$ cat src/sv/tdsmf_pkg.sv
// ----------------------------------------------------------------------------
// tdsmf_pkg
// shared constants, types and sequencer states of the dissolved-solids filter
// ----------------------------------------------------------------------------
`default_nettype none

package tdsmf_pkg;

    // sample ring
    localparam int SAMPLE_COUNT = 30;
    localparam int SAMPLE_W     = 10;
    localparam int IDX_W        = (SAMPLE_COUNT > 1) ? $clog2(SAMPLE_COUNT) : 1;
    localparam int CNT_W        = $clog2(SAMPLE_COUNT + 1);
    localparam bit MEDIAN_EVEN  = (SAMPLE_COUNT % 2) == 0;
    localparam int K_LOW        = MEDIAN_EVEN ? (SAMPLE_COUNT / 2 - 1) : ((SAMPLE_COUNT - 1) / 2);
    localparam int K_HIGH       = SAMPLE_COUNT / 2;

    // temperature register
    localparam int          TEMP_W      = 7;
    localparam logic [6:0]  TEMP_RESET  = 7'd25;
    localparam int          TEMP_OFFSET = 25;

    // conversion: c = median * 320 * 50 / (T + 25)
    localparam int VOLT_SCALE = 16000;
    localparam int NUM_W      = 24;
    localparam int DEN_W      = 8;
    localparam int C_W        = 20;
    localparam int C2_W       = 23;
    localparam int C3_W       = 26;
    localparam int FRAC_W     = 16;

    // cubic coefficients, Q10.16
    localparam int MUL_W  = 26;
    localparam int PROD_W = 2 * MUL_W;
    localparam logic [MUL_W-1:0] K_CUBE   = 26'd8743813;
    localparam logic [MUL_W-1:0] K_SQUARE = 26'd16768041;
    localparam logic [MUL_W-1:0] K_LINEAR = 26'd56189911;

    localparam int PPM_W     = 16;
    localparam int PPM_SHIFT = 33;

    // register port
    localparam int          ADDR_W   = 3;
    localparam int          DATA_W   = 32;
    localparam logic [0:0]  REG_TEMP = 1'b0;

    typedef struct packed {
        logic             start;
        logic [NUM_W-1:0] num;
        logic [DEN_W-1:0] den;
    } div_req_t;

    typedef struct packed {
        logic             start;
        logic [MUL_W-1:0] a;
        logic [MUL_W-1:0] b;
    } mul_req_t;

    typedef enum logic [3:0] {
        ST_IDLE,
        ST_SELECT,
        ST_DIVIDE,
        ST_SQUARE,
        ST_CUBE,
        ST_TERM_CUBE,
        ST_TERM_LIN,
        ST_TERM_SQR,
        ST_OUTPUT
    } state_t;

endpackage

`default_nettype wire

$ cat src/sv/tdsmf_if.sv
// ----------------------------------------------------------------------------
// tdsmf_if
// valid/ready channels for sample items and results
// ----------------------------------------------------------------------------
`default_nettype none

interface tdsmf_in_if;
    logic                           valid;
    logic                           ready;
    logic                           has_sample;
    logic [tdsmf_pkg::SAMPLE_W-1:0] adc_sample;
    logic                           report;

    modport source (output valid, has_sample, adc_sample, report, input ready);
    modport sink   (input valid, has_sample, adc_sample, report, output ready);
endinterface

interface tdsmf_out_if;
    logic                           valid;
    logic                           ready;
    logic [tdsmf_pkg::SAMPLE_W-1:0] median_code;
    logic [tdsmf_pkg::PPM_W-1:0]    tds_ppm;

    modport source (output valid, median_code, tds_ppm, input ready);
    modport sink   (input valid, median_code, tds_ppm, output ready);
endinterface

`default_nettype wire

$ cat src/sv/tdsmf_ring_select.sv
// ----------------------------------------------------------------------------
// tdsmf_ring_select
// sample ring with a bit-serial radix median search, one entry per cycle
// ----------------------------------------------------------------------------
`default_nettype none

module tdsmf_ring_select (
    input  wire logic                           clk,
    input  wire logic                           rst_n,
    input  wire logic                           wr_en,
    input  wire logic [tdsmf_pkg::SAMPLE_W-1:0] wr_data,
    input  wire logic                           start,
    output logic                                done,
    output logic [tdsmf_pkg::SAMPLE_W-1:0]      median
);

    localparam int SW = tdsmf_pkg::SAMPLE_W;
    localparam int IW = tdsmf_pkg::IDX_W;
    localparam int CW = tdsmf_pkg::CNT_W;

    logic [SW-1:0] ring_reg [tdsmf_pkg::SAMPLE_COUNT];
    logic [IW-1:0] wpos_reg, wpos_next;
    logic          busy_reg, busy_next;
    logic          second_reg, second_next;
    logic [IW-1:0] idx_reg, idx_next;
    logic [SW-1:0] bit_sel_reg, bit_sel_next;
    logic [SW-1:0] mask_reg, mask_next;
    logic [SW-1:0] prefix_reg, prefix_next;
    logic [CW-1:0] k_reg, k_next;
    logic [CW-1:0] cnt_reg, cnt_next;
    logic [SW-1:0] first_reg, first_next;
    logic [SW-1:0] median_reg, median_next;
    logic          done_reg, done_next;

    logic [SW-1:0] entry;
    logic          hit;
    logic [CW-1:0] cnt_sum;
    logic [SW-1:0] prefix_new;
    logic [SW:0]   pair_sum;

    assign entry    = ring_reg[idx_reg];
    assign hit      = (((entry ^ prefix_reg) & mask_reg) == '0) && ((entry & bit_sel_reg) == '0);
    assign cnt_sum  = cnt_reg + CW'(hit);
    assign prefix_new = (k_reg < cnt_sum) ? prefix_reg : (prefix_reg | bit_sel_reg);
    assign pair_sum = {1'b0, first_reg} + {1'b0, prefix_new};

    always_comb
    begin
        wpos_next    = wpos_reg;
        busy_next    = busy_reg;
        second_next  = second_reg;
        idx_next     = idx_reg;
        bit_sel_next = bit_sel_reg;
        mask_next    = mask_reg;
        prefix_next  = prefix_reg;
        k_next       = k_reg;
        cnt_next     = cnt_reg;
        first_next   = first_reg;
        median_next  = median_reg;
        done_next    = 1'b0;

        if (wr_en)
        begin
            if (wpos_reg == IW'(tdsmf_pkg::SAMPLE_COUNT - 1))
                wpos_next = '0;
            else
                wpos_next = wpos_reg + 1'b1;
        end

        if (start)
        begin
            busy_next    = 1'b1;
            second_next  = 1'b0;
            idx_next     = '0;
            bit_sel_next = {1'b1, {(SW-1){1'b0}}};
            mask_next    = '0;
            prefix_next  = '0;
            k_next       = CW'(tdsmf_pkg::K_LOW);
            cnt_next     = '0;
        end
        else if (busy_reg)
        begin
            if (idx_reg == IW'(tdsmf_pkg::SAMPLE_COUNT - 1))
            begin
                // one bit settled: keep 0 or take 1 and skip the entries whose bit is 0
                idx_next     = '0;
                cnt_next     = '0;
                prefix_next  = prefix_new;
                if (!(k_reg < cnt_sum))
                    k_next = k_reg - cnt_sum;
                bit_sel_next = bit_sel_reg >> 1;
                mask_next    = {1'b1, mask_reg[SW-1:1]};
                if (bit_sel_reg[0])
                begin
                    if (tdsmf_pkg::MEDIAN_EVEN && !second_reg)
                    begin
                        first_next   = prefix_new;
                        second_next  = 1'b1;
                        bit_sel_next = {1'b1, {(SW-1){1'b0}}};
                        mask_next    = '0;
                        prefix_next  = '0;
                        k_next       = CW'(tdsmf_pkg::K_HIGH);
                    end
                    else
                    begin
                        busy_next   = 1'b0;
                        done_next   = 1'b1;
                        median_next = tdsmf_pkg::MEDIAN_EVEN ? pair_sum[SW:1] : prefix_new;
                    end
                end
            end
            else
            begin
                idx_next = idx_reg + 1'b1;
                cnt_next = cnt_sum;
            end
        end
    end

    always_ff @(posedge clk or negedge rst_n)
    begin
        if (!rst_n)
        begin
            for (int i = 0; i < tdsmf_pkg::SAMPLE_COUNT; i++)
                ring_reg[i] <= '0;
            wpos_reg    <= '0;
            busy_reg    <= 1'b0;
            second_reg  <= 1'b0;
            idx_reg     <= '0;
            bit_sel_reg <= '0;
            mask_reg    <= '0;
            prefix_reg  <= '0;
            k_reg       <= '0;
            cnt_reg     <= '0;
            done_reg    <= 1'b0;
        end
        else
        begin
            if (wr_en)
                ring_reg[wpos_reg] <= wr_data;
            wpos_reg    <= wpos_next;
            busy_reg    <= busy_next;
            second_reg  <= second_next;
            idx_reg     <= idx_next;
            bit_sel_reg <= bit_sel_next;
            mask_reg    <= mask_next;
            prefix_reg  <= prefix_next;
            k_reg       <= k_next;
            cnt_reg     <= cnt_next;
            done_reg    <= done_next;
        end
    end

    always_ff @(posedge clk)
    begin
        first_reg  <= first_next;
        median_reg <= median_next;
    end

    assign done   = done_reg;
    assign median = median_reg;

endmodule

`default_nettype wire

$ cat src/sv/tdsmf_serial_div.sv
// ----------------------------------------------------------------------------
// tdsmf_serial_div
// restoring divider, one quotient bit per cycle
// ----------------------------------------------------------------------------
`default_nettype none

module tdsmf_serial_div (
    input  wire logic                        clk,
    input  wire logic                        rst_n,
    input  wire tdsmf_pkg::div_req_t         req,
    output logic                             done,
    output logic [tdsmf_pkg::NUM_W-1:0]      quotient
);

    localparam int NW = tdsmf_pkg::NUM_W;
    localparam int DW = tdsmf_pkg::DEN_W;
    localparam int KW = $clog2(NW);

    logic [DW-1:0] den_reg, den_next;
    logic [DW-1:0] rem_reg, rem_next;
    logic [NW-1:0] quo_reg, quo_next;
    logic [KW-1:0] cnt_reg, cnt_next;
    logic          busy_reg, busy_next;
    logic          done_reg, done_next;

    logic [DW:0]   trial;
    logic          fits;

    assign trial = {rem_reg, quo_reg[NW-1]};
    assign fits  = trial >= {1'b0, den_reg};

    always_comb
    begin
        den_next  = den_reg;
        rem_next  = rem_reg;
        quo_next  = quo_reg;
        cnt_next  = cnt_reg;
        busy_next = busy_reg;
        done_next = 1'b0;
        if (req.start)
        begin
            den_next  = req.den;
            rem_next  = '0;
            quo_next  = req.num;
            cnt_next  = KW'(NW - 1);
            busy_next = 1'b1;
        end
        else if (busy_reg)
        begin
            rem_next = fits ? DW'(trial - {1'b0, den_reg}) : trial[DW-1:0];
            quo_next = {quo_reg[NW-2:0], fits};
            cnt_next = cnt_reg - 1'b1;
            if (cnt_reg == '0)
            begin
                busy_next = 1'b0;
                done_next = 1'b1;
            end
        end
    end

    always_ff @(posedge clk or negedge rst_n)
    begin
        if (!rst_n)
        begin
            busy_reg <= 1'b0;
            done_reg <= 1'b0;
            cnt_reg  <= '0;
        end
        else
        begin
            busy_reg <= busy_next;
            done_reg <= done_next;
            cnt_reg  <= cnt_next;
        end
    end

    always_ff @(posedge clk)
    begin
        den_reg <= den_next;
        rem_reg <= rem_next;
        quo_reg <= quo_next;
    end

    assign done     = done_reg;
    assign quotient = quo_reg;

endmodule

`default_nettype wire

$ cat src/sv/tdsmf_serial_mul.sv
// ----------------------------------------------------------------------------
// tdsmf_serial_mul
// shift-add multiplier, one multiplier bit per cycle
// ----------------------------------------------------------------------------
`default_nettype none

module tdsmf_serial_mul (
    input  wire logic                        clk,
    input  wire logic                        rst_n,
    input  wire tdsmf_pkg::mul_req_t         req,
    output logic                             done,
    output logic [tdsmf_pkg::PROD_W-1:0]     product
);

    localparam int MW = tdsmf_pkg::MUL_W;
    localparam int PW = tdsmf_pkg::PROD_W;
    localparam int KW = $clog2(MW);

    logic [PW-1:0] a_reg, a_next;
    logic [MW-1:0] b_reg, b_next;
    logic [PW-1:0] acc_reg, acc_next;
    logic [KW-1:0] cnt_reg, cnt_next;
    logic          busy_reg, busy_next;
    logic          done_reg, done_next;

    always_comb
    begin
        a_next    = a_reg;
        b_next    = b_reg;
        acc_next  = acc_reg;
        cnt_next  = cnt_reg;
        busy_next = busy_reg;
        done_next = 1'b0;
        if (req.start)
        begin
            a_next    = PW'(req.a);
            b_next    = req.b;
            acc_next  = '0;
            cnt_next  = KW'(MW - 1);
            busy_next = 1'b1;
        end
        else if (busy_reg)
        begin
            if (b_reg[0])
                acc_next = acc_reg + a_reg;
            a_next   = a_reg << 1;
            b_next   = b_reg >> 1;
            cnt_next = cnt_reg - 1'b1;
            if (cnt_reg == '0)
            begin
                busy_next = 1'b0;
                done_next = 1'b1;
            end
        end
    end

    always_ff @(posedge clk or negedge rst_n)
    begin
        if (!rst_n)
        begin
            busy_reg <= 1'b0;
            done_reg <= 1'b0;
            cnt_reg  <= '0;
        end
        else
        begin
            busy_reg <= busy_next;
            done_reg <= done_next;
            cnt_reg  <= cnt_next;
        end
    end

    always_ff @(posedge clk)
    begin
        a_reg   <= a_next;
        b_reg   <= b_next;
        acc_reg <= acc_next;
    end

    assign done    = done_reg;
    assign product = acc_reg;

endmodule

`default_nettype wire

$ cat src/sv/tds_median_filter_converter_top.sv
// ----------------------------------------------------------------------------
// tds_median_filter_converter_top
// median filter over the sample ring and cubic ppm conversion
// ----------------------------------------------------------------------------
// latency of a report from the input transfer to a valid result is set mostly
//   by the bit-serial median search, which visits one entry a cycle
// throughput: items without a report transfer every cycle; with a report the
//   next item is taken once the result has moved to the output register
// reset: ring cleared to zero, write position zero, water temperature 25
`default_nettype none

module tds_median_filter_converter_top (
    input  wire logic                          clk,
    input  wire logic                          rst_n,
    tdsmf_in_if.sink                           in_ch,
    tdsmf_out_if.source                        out_ch,
    input  wire logic                          psel,
    input  wire logic                          penable,
    input  wire logic                          pwrite,
    input  wire logic [tdsmf_pkg::ADDR_W-1:0]  paddr,
    input  wire logic [tdsmf_pkg::DATA_W-1:0]  pwdata,
    output logic [tdsmf_pkg::DATA_W-1:0]       prdata,
    output logic                               pready
);

    localparam int SW = tdsmf_pkg::SAMPLE_W;
    localparam int PW = tdsmf_pkg::PROD_W;
    localparam int MW = tdsmf_pkg::MUL_W;
    localparam int FW = tdsmf_pkg::FRAC_W;
    localparam int HW = PW - tdsmf_pkg::PPM_SHIFT;

    tdsmf_pkg::state_t state_reg, state_next;

    logic [tdsmf_pkg::TEMP_W-1:0] temp_reg;
    logic                         out_valid_reg;
    logic [SW-1:0]                out_median_reg;
    logic [tdsmf_pkg::PPM_W-1:0]  out_ppm_reg;
    logic [SW-1:0]                median_reg;
    logic [tdsmf_pkg::C_W-1:0]    c_reg;
    logic [tdsmf_pkg::C2_W-1:0]   c2_reg;
    logic [PW-1:0]                pos_reg;
    logic [tdsmf_pkg::PPM_W-1:0]  ppm_reg;

    logic in_xfer;
    logic out_free;
    logic cfg_write;

    // sub-unit handshakes
    logic                             sel_start;
    logic                             sel_done;
    logic [SW-1:0]                    sel_median;
    tdsmf_pkg::div_req_t              div_req;
    logic                             div_done;
    logic [tdsmf_pkg::NUM_W-1:0]      div_quo;
    tdsmf_pkg::mul_req_t              mul_req;
    logic                             mul_done;
    logic [PW-1:0]                    mul_prod;

    // final stage of the cubic: clamp negative sums, drop Q32 and halve, saturate
    logic [PW-1:0] diff;
    logic [HW-1:0] ppm_hi;
    logic [tdsmf_pkg::PPM_W-1:0] ppm_value;

    assign in_xfer   = in_ch.valid && in_ch.ready;
    assign out_free  = !out_valid_reg || out_ch.ready;
    assign cfg_write = psel && penable && pwrite && pready;

    assign diff   = pos_reg - mul_prod;
    assign ppm_hi = diff[PW-1:tdsmf_pkg::PPM_SHIFT];
    always_comb
    begin
        if (mul_prod >= pos_reg)
            ppm_value = '0;
        else if (ppm_hi[HW-1:tdsmf_pkg::PPM_W] != '0)
            ppm_value = '1;
        else
            ppm_value = ppm_hi[tdsmf_pkg::PPM_W-1:0];
    end

    // next state
    always_comb
    begin
        state_next = state_reg;
        case (state_reg)
            tdsmf_pkg::ST_IDLE:
                if (in_xfer && in_ch.report)
                    state_next = tdsmf_pkg::ST_SELECT;
            tdsmf_pkg::ST_SELECT:
                if (sel_done)
                    state_next = tdsmf_pkg::ST_DIVIDE;
            tdsmf_pkg::ST_DIVIDE:
                if (div_done)
                    state_next = tdsmf_pkg::ST_SQUARE;
            tdsmf_pkg::ST_SQUARE:
                if (mul_done)
                    state_next = tdsmf_pkg::ST_CUBE;
            tdsmf_pkg::ST_CUBE:
                if (mul_done)
                    state_next = tdsmf_pkg::ST_TERM_CUBE;
            tdsmf_pkg::ST_TERM_CUBE:
                if (mul_done)
                    state_next = tdsmf_pkg::ST_TERM_LIN;
            tdsmf_pkg::ST_TERM_LIN:
                if (mul_done)
                    state_next = tdsmf_pkg::ST_TERM_SQR;
            tdsmf_pkg::ST_TERM_SQR:
                if (mul_done)
                    state_next = tdsmf_pkg::ST_OUTPUT;
            tdsmf_pkg::ST_OUTPUT:
                if (out_free)
                    state_next = tdsmf_pkg::ST_IDLE;
            default:
                state_next = tdsmf_pkg::ST_IDLE;
        endcase
    end

    // unit launches: each unit starts as the one before it finishes
    always_comb
    begin
        sel_start     = 1'b0;
        div_req.start = 1'b0;
        div_req.num   = tdsmf_pkg::NUM_W'(32'(sel_median) * tdsmf_pkg::VOLT_SCALE);
        div_req.den   = tdsmf_pkg::DEN_W'(temp_reg) + tdsmf_pkg::DEN_W'(tdsmf_pkg::TEMP_OFFSET);
        mul_req.start = 1'b0;
        mul_req.a     = MW'(c_reg);
        mul_req.b     = MW'(c_reg);
        case (state_reg)
            tdsmf_pkg::ST_IDLE:
                sel_start = in_xfer && in_ch.report;
            tdsmf_pkg::ST_SELECT:
                div_req.start = sel_done;
            tdsmf_pkg::ST_DIVIDE:
            begin
                // c times c
                mul_req.start = div_done;
                mul_req.a     = MW'(div_quo[tdsmf_pkg::C_W-1:0]);
                mul_req.b     = MW'(div_quo[tdsmf_pkg::C_W-1:0]);
            end
            tdsmf_pkg::ST_SQUARE:
            begin
                // c2 times c
                mul_req.start = mul_done;
                mul_req.a     = MW'(mul_prod[tdsmf_pkg::C2_W+FW-1:FW]);
            end
            tdsmf_pkg::ST_CUBE:
            begin
                mul_req.start = mul_done;
                mul_req.a     = tdsmf_pkg::K_CUBE;
                mul_req.b     = MW'(mul_prod[tdsmf_pkg::C3_W+FW-1:FW]);
            end
            tdsmf_pkg::ST_TERM_CUBE:
            begin
                mul_req.start = mul_done;
                mul_req.a     = tdsmf_pkg::K_LINEAR;
            end
            tdsmf_pkg::ST_TERM_LIN:
            begin
                mul_req.start = mul_done;
                mul_req.a     = tdsmf_pkg::K_SQUARE;
                mul_req.b     = MW'(c2_reg);
            end
            default:
                mul_req.start = 1'b0;
        endcase
    end

    always_ff @(posedge clk or negedge rst_n)
    begin
        if (!rst_n)
        begin
            state_reg     <= tdsmf_pkg::ST_IDLE;
            temp_reg      <= tdsmf_pkg::TEMP_RESET;
            out_valid_reg <= 1'b0;
        end
        else
        begin
            state_reg <= state_next;
            if (cfg_write && paddr[tdsmf_pkg::ADDR_W-1:2] == tdsmf_pkg::REG_TEMP)
                temp_reg <= pwdata[tdsmf_pkg::TEMP_W-1:0];
            if (state_reg == tdsmf_pkg::ST_OUTPUT && out_free)
                out_valid_reg <= 1'b1;
            else if (out_ch.ready)
                out_valid_reg <= 1'b0;
        end
    end

    // datapath holding registers
    always_ff @(posedge clk)
    begin
        if (state_reg == tdsmf_pkg::ST_SELECT && sel_done)
            median_reg <= sel_median;
        if (state_reg == tdsmf_pkg::ST_DIVIDE && div_done)
            c_reg <= div_quo[tdsmf_pkg::C_W-1:0];
        if (state_reg == tdsmf_pkg::ST_SQUARE && mul_done)
            c2_reg <= mul_prod[tdsmf_pkg::C2_W+FW-1:FW];
        if (state_reg == tdsmf_pkg::ST_TERM_CUBE && mul_done)
            pos_reg <= mul_prod;
        if (state_reg == tdsmf_pkg::ST_TERM_LIN && mul_done)
            pos_reg <= pos_reg + mul_prod;
        if (state_reg == tdsmf_pkg::ST_TERM_SQR && mul_done)
            ppm_reg <= ppm_value;
        if (state_reg == tdsmf_pkg::ST_OUTPUT && out_free)
        begin
            out_median_reg <= median_reg;
            out_ppm_reg    <= ppm_reg;
        end
    end

    tdsmf_ring_select u_ring (
        .clk     (clk),
        .rst_n   (rst_n),
        .wr_en   (in_xfer && in_ch.has_sample),
        .wr_data (in_ch.adc_sample),
        .start   (sel_start),
        .done    (sel_done),
        .median  (sel_median)
    );

    tdsmf_serial_div u_div (
        .clk      (clk),
        .rst_n    (rst_n),
        .req      (div_req),
        .done     (div_done),
        .quotient (div_quo)
    );

    tdsmf_serial_mul u_mul (
        .clk     (clk),
        .rst_n   (rst_n),
        .req     (mul_req),
        .done    (mul_done),
        .product (mul_prod)
    );

    // items transfer only while the sequencer is idle
    assign in_ch.ready = (state_reg == tdsmf_pkg::ST_IDLE);

    assign out_ch.valid       = out_valid_reg;
    assign out_ch.median_code = out_median_reg;
    assign out_ch.tds_ppm     = out_ppm_reg;

    assign pready = 1'b1;
    assign prdata = (paddr[tdsmf_pkg::ADDR_W-1:2] == tdsmf_pkg::REG_TEMP)
                    ? tdsmf_pkg::DATA_W'(temp_reg) : '0;

    a_rise_from_output: assert property (@(posedge clk) disable iff (!rst_n)
        $rose(out_valid_reg) |-> $past(state_reg == tdsmf_pkg::ST_OUTPUT))
        else $error("result raised outside the output step");

    a_sel_done_in_select: assert property (@(posedge clk) disable iff (!rst_n)
        sel_done |-> state_reg == tdsmf_pkg::ST_SELECT)
        else $error("median search finished outside its step");

    a_div_done_in_divide: assert property (@(posedge clk) disable iff (!rst_n)
        div_done |-> state_reg == tdsmf_pkg::ST_DIVIDE)
        else $error("divider finished outside its step");

    a_mul_idle_outside: assert property (@(posedge clk) disable iff (!rst_n)
        mul_done |-> (state_reg == tdsmf_pkg::ST_SQUARE || state_reg == tdsmf_pkg::ST_CUBE
                      || state_reg == tdsmf_pkg::ST_TERM_CUBE
                      || state_reg == tdsmf_pkg::ST_TERM_LIN
                      || state_reg == tdsmf_pkg::ST_TERM_SQR))
        else $error("multiplier finished outside the cubic steps");

endmodule

`default_nettype wire
$ cat src/flat_wrapper.sv
// flat-port wrapper written by rule: the top's interface ports become plain ports
module tds_median_filter_converter_top_flat 
  (clk, rst_n, psel, penable, pwrite, paddr, pwdata, prdata, pready, in_ch_valid, in_ch_has_sample, in_ch_adc_sample, in_ch_report, in_ch_ready, out_ch_valid, out_ch_median_code, out_ch_tds_ppm, out_ch_ready);
  tdsmf_in_if in_ch_i ();
  tdsmf_out_if out_ch_i ();
  input  wire logic clk;
  input  wire logic rst_n;
  input  wire logic psel;
  input  wire logic penable;
  input  wire logic pwrite;
  input  wire logic [tdsmf_pkg::ADDR_W-1:0] paddr;
  input  wire logic [tdsmf_pkg::DATA_W-1:0] pwdata;
  output logic [tdsmf_pkg::DATA_W-1:0] prdata;
  output logic pready;
  input wire logic [$bits(in_ch_i.valid)-1:0] in_ch_valid;
  input wire logic [$bits(in_ch_i.has_sample)-1:0] in_ch_has_sample;
  input wire logic [$bits(in_ch_i.adc_sample)-1:0] in_ch_adc_sample;
  input wire logic [$bits(in_ch_i.report)-1:0] in_ch_report;
  output wire logic [$bits(in_ch_i.ready)-1:0] in_ch_ready;
  output wire logic [$bits(out_ch_i.valid)-1:0] out_ch_valid;
  output wire logic [$bits(out_ch_i.median_code)-1:0] out_ch_median_code;
  output wire logic [$bits(out_ch_i.tds_ppm)-1:0] out_ch_tds_ppm;
  input wire logic [$bits(out_ch_i.ready)-1:0] out_ch_ready;
  assign in_ch_i.valid = in_ch_valid;
  assign in_ch_i.has_sample = in_ch_has_sample;
  assign in_ch_i.adc_sample = in_ch_adc_sample;
  assign in_ch_i.report = in_ch_report;
  assign in_ch_ready = in_ch_i.ready;
  assign out_ch_valid = out_ch_i.valid;
  assign out_ch_median_code = out_ch_i.median_code;
  assign out_ch_tds_ppm = out_ch_i.tds_ppm;
  assign out_ch_i.ready = out_ch_ready;
  tds_median_filter_converter_top u_core (.clk(clk), .rst_n(rst_n), .in_ch(in_ch_i), .out_ch(out_ch_i), .psel(psel), .penable(penable), .pwrite(pwrite), .paddr(paddr), .pwdata(pwdata), .prdata(prdata), .pready(pready));
endmodule
$ cat config.mk
export PLATFORM = sky130hd
export DESIGN_NAME = tds_median_filter_converter_top_flat
export DESIGN_NICKNAME = d
export VERILOG_FILES = /design/src/sv/tdsmf_pkg.sv /design/src/sv/tdsmf_if.sv /design/src/sv/tdsmf_ring_select.sv /design/src/sv/tdsmf_serial_div.sv /design/src/sv/tdsmf_serial_mul.sv /design/src/sv/tds_median_filter_converter_top.sv /design/src/flat_wrapper.sv
export SDC_FILE = /design/constraint.sdc
export NUM_CORES = 2
export LEC_CHECK = 0
export BUFFER_PORTS_ARGS = -buffer_cell sky130_fd_sc_hd__clkbuf_2
export CORE_UTILIZATION = 40
export CTS_CLUSTER_SIZE = 8
export DETAILED_ROUTE_END_ITERATION = 12
export SLEW_MARGIN = 25
export SYNTH_ARGS = -nofsm -noshare
export SYNTH_HDL_FRONTEND = slang
export SYNTH_HIERARCHICAL = 1
export SYNTH_SLANG_ARGS = --single-unit
$ cat constraint.sdc
create_clock -name clk -period 10.11 [get_ports clk]
set_input_delay 1.011 -clock clk [delete_from_list [all_inputs] [get_ports clk]]
set_output_delay 1.011 -clock clk [all_outputs]
set_load 0.01 [all_outputs]
==> impl_metrics.json <==
{
  "status": "completed",
  "post-route-period-util_pct": 76.6,
  "area_growth_pct": 10.5,
  "drc_errors": 0,
  "dieArea_um2": 106000,
  "synth-seq-cells": 716,
  "syn_area_um2": 41900,
  "die_x_um": 325,
  "final_common_cell": "mux2_2",
  "finalNetCount": 4183,
  "antenna_cells": 0,
  "post_cts_buffers": 0,
  "grt-ovfl-total": 0,
  "cp.required_ps": 10580,
  "finalHoldViolations": 0,
  "drt-vias-per-instance": 5.55,
  "synthXorXnorAreaFrac_pct": 3.29,
  "wl_per_cell_um": 19.7,
  "dp_hpwl_mm": 73.2,
  "synth_top_family_by_area": "multiplexers",
  "wl_mm": 104,
  "synth_top_cell_by_area": "dfrtp_1",
  "largest_reg_flops": 300,
  "setup_ws_ps": 2370,
  "drt-initial-drc-count": 2002,
  "grt_start_max_net_pins": 154,
  "reg2reg_from": "u_core/u_ring/idx_reg[0]$_DFFE_PN0P_",
  "dieHeight_um": 325,
  "synthTopCellsByArea": "dfrtp_1, edfxtp_1, mux2_2",
  "ant_nets": 0,
  "synth_compound_area_share_pct": 13.8,
  "setup_tns_ps": 0,
  "postLayoutCoreUtil_pct": 44.6,
  "yosys.area_share.simple_pct": 9.87,
  "num_vias": 29400,
  "holdWs_ps": 397,
  "crit_fanout": 69,
  "slew_violations": 0,
  "drive_gt1_share_pct": 18.8,
  "synth.avg_cell_area_um2": 10.9,
  "yosysUniqueCellTypes": 116,
  "grt_pass1_wl_mm": 166,
  "yosys_most_used_dff": "dfrtp_1",
  "rr_endpoint": "u_core/u_ring/median[8]$_DFFE_PP_",
  "max-slew-margin-rel_pct": 31.9,
  "yosysWarnings": 6,
  "critical_path_arrival_ps": 8210,
  "p_per_area_nw_per_um2": 178,
  "syn_inst": 3852,
  "synth_seq_area_share_pct": 44.8,
  "numCtsBuffers": 100,
  "nFillCells": 9658,
  "worst_pin_slew_ps": 1020,
  "design.core.area_um2": 104000,
  "final_cell_mix": "mux2_2, dfrtp_1, nand2_1",
  "cts.sinks": 716,
  "place_ws_ps": 2390,
  "track_usage_pct": 19.6,
  "start_kind": "flop",
  "synthArstFlopShare_pct": 52.9,
  "yosysTopAreaCellShare_pct": 22.5,
  "cts.clk_slew.worst_paths_ps": 50,
  "multi_input_area_um2": 21400,
  "clock_skew_ps": 28.2,
  "crit_type": "reg2reg",
  "leakage_nw": 18.9,
  "rsz0062_at_grt": "no",
  "cts_htree_levels": 3,
  "port_buffers": 61,
  "cts_tree": "built",
  "setup_violations": 0,
  "grt_pass1_vias": 29000,
  "regArea_um2": 18800,
  "synthAdderAreaFrac_pct": 8.62,
  "fmax_mhz": 129,
  "irDropWorstVdd_uv": 161,
  "cp-startpoint": "u_core/u_ring/idx_reg[0]$_DFFE_PN0P_",
  "synth_edf_count": 251,
  "gp_congestion": 0.926,
  "num_io_pins": 115,
  "critPathCaptureType": "flop",
  "dr.pass1.iters": 6,
  "hold_class": "in2async",
  "initial_utilization_pct": 40.4,
  "cts-resized-gates": 0,
  "cts_hold_buffers": 0,
  "antenna_found_initial": 1,
  "r2r_cells": 27,
  "r2r_slack_ps": 2370,
  "synth.area.mux_share_pct": 15.0,
  "period_needed_ps": 7740,
  "rows": 118,
  "insertion_delay_ps": 670,
  "maxCapViolCount": 0,
  "cts_buffer_depth": 3,
  "cts-root-buf": "clkbuf_16"
}
-- routing by layer --
metal	GRT usage, %	vias up	routed length, µm
met1	27.2	14600	48200
li1	-	14000	-
met4	7.17	2	3800
met5	0	-	13
met2	31.2	644	47700
met3	2.65	181	4480
-- synthesized netlist by cell type (62+ instances only) --
cell type and number:
dfrtp_1 376, mux2i_1 93, nand3_1 62, inv_1 218
dfxtp_1 86, xnor2_1 112, ha_1 234, a21oi_1 253
o21ai_0 172, nor2_1 216, mux2_2 383, nand2_1 308
edfxtp_1 251, clkbuf_1 137
-- area by class of cell --
cell class	instances	area share (%)
well taps	1380	3.73
repair buffers	107	1.48
inverters	222	1.80
clock inverters	5	0.244
clock buffers	160	5.94
flip-flops and latches	716	40.6
multi-input cells	2714	46.2
-- worst max-delay path, cell delays in order, from the launching register on --
cell and delay, ps:
dfrtp_4 720, buf_12 470, mux4_2 630, a221oi_1 390, o22ai_1 240, o21ai_2 250, nor2_1 60, a211oi_1 200
nand4_1 150, nor4_2 290, ha_1 250, ha_1 230, inv_1 100, ha_1 230, nor2b_1 120, o21ai_0 210
a21boi_0 150, o21ai_0 360, nand2b_1 390, a21oi_1 290, inv_1 90, ha_1 350, a21oi_1 190, o21ai_0 140
or3_1 320, a31oi_1 200, nor2_1 100, o311ai_0 310
-- kinds of logic (layout without fill, tap and decap cells) --
kind of cell	Yosys count	in the layout
AOI/OAI and AO/OA	867	867
xor gates and xnor gates	157	157
DFF	716	716
other	2	33
muxes	522	522
buffers and inverters	453	494
and+or+nand+nor	867	867
adders and majority gates	268	268
-- power breakdown --
| group | internal [mW] | switching, mW |
|---|---|---|
| clock network | 1.84 | 1.27 |
| registers | 3.24 | 0.205 |
| logic | 0.727 | 0.950 |
| total | 5.81 | 2.42 |
-- metrics by stage --
step / std cells / area (µm²) / power, mW
floorplan: 3883 / 42000 / 4.69
global placement: 5139 / 43300 / 5.14
detailed placement: 5139 / 43300 / 5.17
CTS: 5304 / 46200 / 8.32
global route: 5304 / 46200 / 8.62
finish: 5304 / 46200 / 8.23
-- how the worst max path moves through the flow --
stage / to / cells after the start
2_1_floorplan: u_core/u_ring/median[9]$_DFFE_PP_ / 32
3_3_place_gp: u_core/u_ring/median[9]$_DFFE_PP_ / 29
3_5_place_dp: u_core/u_ring/median[9]$_DFFE_PP_ / 29
4_1_cts: u_core/u_ring/median[8]$_DFFE_PP_ / 27
5_1_grt: u_core/u_ring/median[8]$_DFFE_PP_ / 27
6_report: u_core/u_ring/median[8]$_DFFE_PP_ / 27
No activity file was read; power rests on OpenSTA's default activity.
